[src/rtl/eucd3_pkg.sv]
package eucd3_pkg;

  // Three axes per point.
  localparam int NUM_AXES = 3;
  localparam int AXIS_X   = 0;
  localparam int AXIS_Y   = 1;
  localparam int AXIS_Z   = 2;

endpackage

[src/rtl/eucd3_sqrt.sv]
// Pipelined integer square root, one root bit per stage, truncating.
module eucd3_sqrt
  import eucd3_pkg::*;
#(
  parameter int ROOT_WIDTH = 25
) (
  input  logic                      clk,
  input  logic                      rst,
  input  logic                      en,
  input  logic                      in_valid,
  input  logic [2*ROOT_WIDTH-1:0]   radicand,
  output logic                      out_valid,
  output logic [ROOT_WIDTH-1:0]     root
);

  localparam int RAD_W = 2 * ROOT_WIDTH;
  localparam int REM_W = ROOT_WIDTH + 2;

  // Stage registers
  logic [RAD_W-1:0]      rad_q  [ROOT_WIDTH];
  logic [REM_W-1:0]      rem_q  [ROOT_WIDTH];
  logic [ROOT_WIDTH-1:0] root_q [ROOT_WIDTH];
  logic                  vld_q  [ROOT_WIDTH];

  // Stage inputs
  logic [RAD_W-1:0]      rad_in  [ROOT_WIDTH];
  logic [REM_W-1:0]      rem_in  [ROOT_WIDTH];
  logic [ROOT_WIDTH-1:0] root_in [ROOT_WIDTH];
  logic                  vld_in  [ROOT_WIDTH];

  for (genvar k = 0; k < ROOT_WIDTH; k++) begin : g_stage
    logic [REM_W-1:0] rem_sh;
    logic [REM_W-1:0] trial;
    logic             ge;

    if (k == 0) begin : g_first
      assign rad_in[k]  = radicand;
      assign rem_in[k]  = '0;
      assign root_in[k] = '0;
      assign vld_in[k]  = in_valid;
    end else begin : g_next
      assign rad_in[k]  = rad_q[k-1];
      assign rem_in[k]  = rem_q[k-1];
      assign root_in[k] = root_q[k-1];
      assign vld_in[k]  = vld_q[k-1];
    end

    // Bring down the next two radicand bits; remainder fits in ROOT_WIDTH bits here.
    assign rem_sh = {rem_in[k][ROOT_WIDTH-1:0], rad_in[k][RAD_W-1 -: 2]};
    assign trial  = {root_in[k], 2'b01};
    assign ge     = (rem_sh >= trial);

    always_ff @(posedge clk) begin
      if (rst) begin
        vld_q[k] <= 1'b0;
      end else if (en) begin
        vld_q[k] <= vld_in[k];
      end
    end

    always_ff @(posedge clk) begin
      if (en) begin
        rad_q[k]  <= {rad_in[k][RAD_W-3:0], 2'b00};
        rem_q[k]  <= ge ? (rem_sh - trial) : rem_sh;
        root_q[k] <= {root_in[k][ROOT_WIDTH-2:0], ge};
      end
    end
  end

  assign out_valid = vld_q[ROOT_WIDTH-1];
  assign root      = root_q[ROOT_WIDTH-1];

endmodule

[config.mk]
export PLATFORM = sky130hd
export DESIGN_NAME = eucd3_sqrt
export DESIGN_NICKNAME = d
export VERILOG_FILES = /design/src/rtl/eucd3_pkg.sv /design/src/rtl/eucd3_sqrt.sv
export SDC_FILE = /design/constraint.sdc
export NUM_CORES = 2
export LEC_CHECK = 0
export ABC_AREA = 1
export BUFFER_PORTS_ARGS = -buffer_cell sky130_fd_sc_hd__buf_2
export CAP_MARGIN = 20
export CORE_MARGIN = 2
export CORE_UTILIZATION = 60
export DETAILED_ROUTE_END_ITERATION = 7
export PLACE_DENSITY = 0.76
export SYNTH_ARGS = -nofsm -noshare
export SYNTH_HDL_FRONTEND = slang
export SYNTH_SLANG_ARGS = --single-unit
export TNS_END_PERCENT = 1
[constraint.sdc]
create_clock -name clk -period 3.5 [get_ports clk]
set_input_delay 0.7 -clock clk [delete_from_list [all_inputs] [get_ports clk]]
set_output_delay 0.7 -clock clk [all_outputs]
set_load 0.01 [all_outputs]
==> summary.txt <==
Route
  – Antenna viol nets, final: 0
  – Met2 Wirelength: 108000 µm
  – WL/cell: 18.4 µm
  – Metal-1 WL: 87500 µm
  – Met3 Wirelength: 11500 µm
  – DRC: 0
  – Initial DRC Count: 5547
  – Via density: 5.35
  – Highest routed metal layer: met5
  – Via count: 63400
  – Total routed wirelength: 218000 µm
  – DRT Pass-1 Iters: 7

Placement
  – Placed insts: 11500
  – Port Buffer Count: 79
  – Dpl cell area: 0.0866 mm²
  – Post-detail-place hpwl: 166000 µm
  – Routability-driven placement congestion ratio: 1.00
  – Dpl ws: 637 ps

STA
  – Slew headroom: 0.451
  – Hold_ws: 48.4 ps
  – Slew Viols, Final: 0
  – Final hold vios: 0
  – Skew final: 60.2 ps
  – Min cycle time layout: 3030 ps
  – Final WS setup: 470 ps
  – Slew @ Worst Pin: 823 ps
  – Unrepaired setup endpoints after global routing: false
  – Final TNS setup: 0 ps
  – Fin crit share: 0.866
  – Max Freq: 330 MHz
  – # setup viols final: 0

Min path
  – Hold depth: 1
  – HP Class: in -> reg
  – Worst Hold Launch: radicand[8]
  – Worst Hold End: rad_q[0][8]

Yosys
  – Synth top cells by count: nand2_1 (3340), inv_1 (1705), edfxtp_1 (1517)
  – Synth area leaders: edfxtp_1 (54%), nand2_1 (15%), inv_1 (7.6%)
  – Ys async rst share: 0
  – Most common cell in the netlist: nand2_1
  – EDFF count, synth: 1517
  – Synth Net Count: 10000
  – Post-Syn Area: 0.0839 mm²
  – Synth cell types: 53
  – Seq cells post-synth: 1517
  – Synth top area share: 0.543
  – Yosys warning total: 0
  – Synthesized area per cell: 8.73 µm²
  – Ys flop type: edfxtp_1
  – Mapped Cells: 9607
  – Sequential share of the synthesized area: 0.543
  – Leading area contributor after synthesis: edfxtp_1

Setup path
  – Family with the most delay on the worst path: simple AND/OR/NAND/NOR gates
  – Slowest-stage cell, CP: nor2_4
  – Worst R2R Setup Slack: 470 ps
  – Crit Path Class: reg -> reg
  – FF-to-FF End: rem_q[2][181]
  – CP max stage delay: 600 ps
  – Worst reg-to-reg path cell count: 11
  – CP Launch Type: flip-flop
  – Crit path cell chain: ha_1, nand2_1, nor2_1, nand2_1, nor2_1, nand2_1, nand3_1, nor2_4, nand2_4, nand3_1, nand2_1
  – Buffers & Inverters on Critical Path: 0
  – WP data arrival: 3570 ps
  – Most Frequent Cell on Critical Path: nand2_1
  – Crit. End Element: flip-flop
  – Reg-to-reg startpoint: rem_q[2][138]
  – CP max FO: 27
  – Worst path depth: 11
  – Worst Path Required: 4040 ps

Clock tree
  – Reg clk slew, reported paths: 60 ps
  – Clock sinks: 1517
  – CTS H-Tree Depth: 4
  – Clock Tree Buf Depth: 3
  – Post-CTS Setup Bufs: 0
  – # resized after CTS: 0
  – CTS tree: built
  – Worst skew pair latency: 840 ps
  – Hold_buf cts: 19
  – Total CTS buffers: 156
  – CTS root buffer: clkbuf_16

Global routing
  – GRT Total Usage: 0.305
  – Largest net degree at the start of global routing: 91
  – Vias in the first global route: 61200
  – Antenna violations before repair: 5
  – Grt ovf: 0
  – First-pass GRT wire length: 336000 µm

Cells and area
  – Layout area overhead: 9.90%
  – Ant. Diodes: 0
  – Fin util: 0.662
  – Fin cells: 11800
  – FF/Latch Area: 0.0456 mm²
  – Fin area: 0.0922 mm²
  – Area of the multi-input gates: 0.0311 mm²
  – Layout cells sized above 1: 0.0665
  – Filler cells: 11300
  – Final #Nets: 10300

Pwr
  – Total Power: 52.5 mW
  – IR drop worst, VDD: 0.802 mV
  – Pleak: 42.4 nW
  – PwrDens: 570 mW/mm²

Floorplan
  – Die area: 0.143 mm²
  – Die width: 378 µm
  – # rows: 137
  – # IOs: 80
  – Die height: 378 µm
  – Starting density of the core: 0.603
  – Core ar.: 0.139 mm²

Run status
  – Status: finished, final reports clean

Run
  – Max-Cap Viols: 0
report_power, final:
| part | switching [mW] | internal [mW] |
|---|---|---|
| combinational | 7.76 | 3.70 |
| clock | 7.36 | 9.79 |
| sequential | 1.48 | 22.4 |
per-layer routing:
metal / vias up / global-route usage
met5: - / 0
met4: 4 / 0.143
met3: 519 / 0.0379
met2: 2119 / 0.534
met1: 29500 / 0.376
li1: 31300 / -
cell type report:
cell class | count | area share
repair buffers | 166 | 0.0144
inverters | 1735 | 0.0707
flip-flops and latches | 1517 | 0.494
clock buffers | 183 | 0.0435
clock inverters | 102 | 0.0148
multi-input cells | 6270 | 0.337
well taps | 1876 | 0.0255
how the worst max path moves through the flow:
stage,startpoint,endpoint,slack (ps)
2_1_floorplan,rem_q[0][0],rem_q[0][44],1360
3_3_place_gp,rem_q[2][144],rem_q[2][181],720
3_5_place_dp,root_q[5][36],rem_q[1][108],640
4_1_cts,rem_q[2][138],rem_q[2][181],600
5_1_grt,rem_q[1][89],rem_q[1][108],350
6_report,rem_q[2][138],rem_q[2][181],470
cell usage in the layout, fill, tap and decap left out, drive strengths merged, types with 2 or more instances in the layout:
cell / count
nor2: 833
o2111ai: 4
xnor2: 52
bufinv: 19
clkinv: 65
nand2: 3391
nor3b: 2
clkbuf: 183
or2: 18
edfxtp: 1517
nor4: 6
o211ai: 4
a21boi: 5
and3: 3
ha: 351
nand3b: 81
o21bai: 21
inv: 1744
o21a: 2
a21oi: 329
buf: 147
o21ai: 153
and2: 23
dlygate4sd3: 19
nand3: 584
nor3: 73
xor2: 159
clkinvlp: 9
nand4: 173
sequential cells by signal, indices dropped and copies added, names as in the netlist:
register / flops
rad_q: 600
rem_q: 567
root_q: 325
vld_q: 25
cells by family after synthesis:
group                      synth area share
xor gates and xnor gates             0.0222
AOI/OAI and AO/OA                    0.0355
other                             0.0000447
and+or+nand+nor                       0.260
adders and majority gates            0.0524
buffers and inverters                0.0865
DFF                                   0.543
Power figures use the tool's default switching activity.
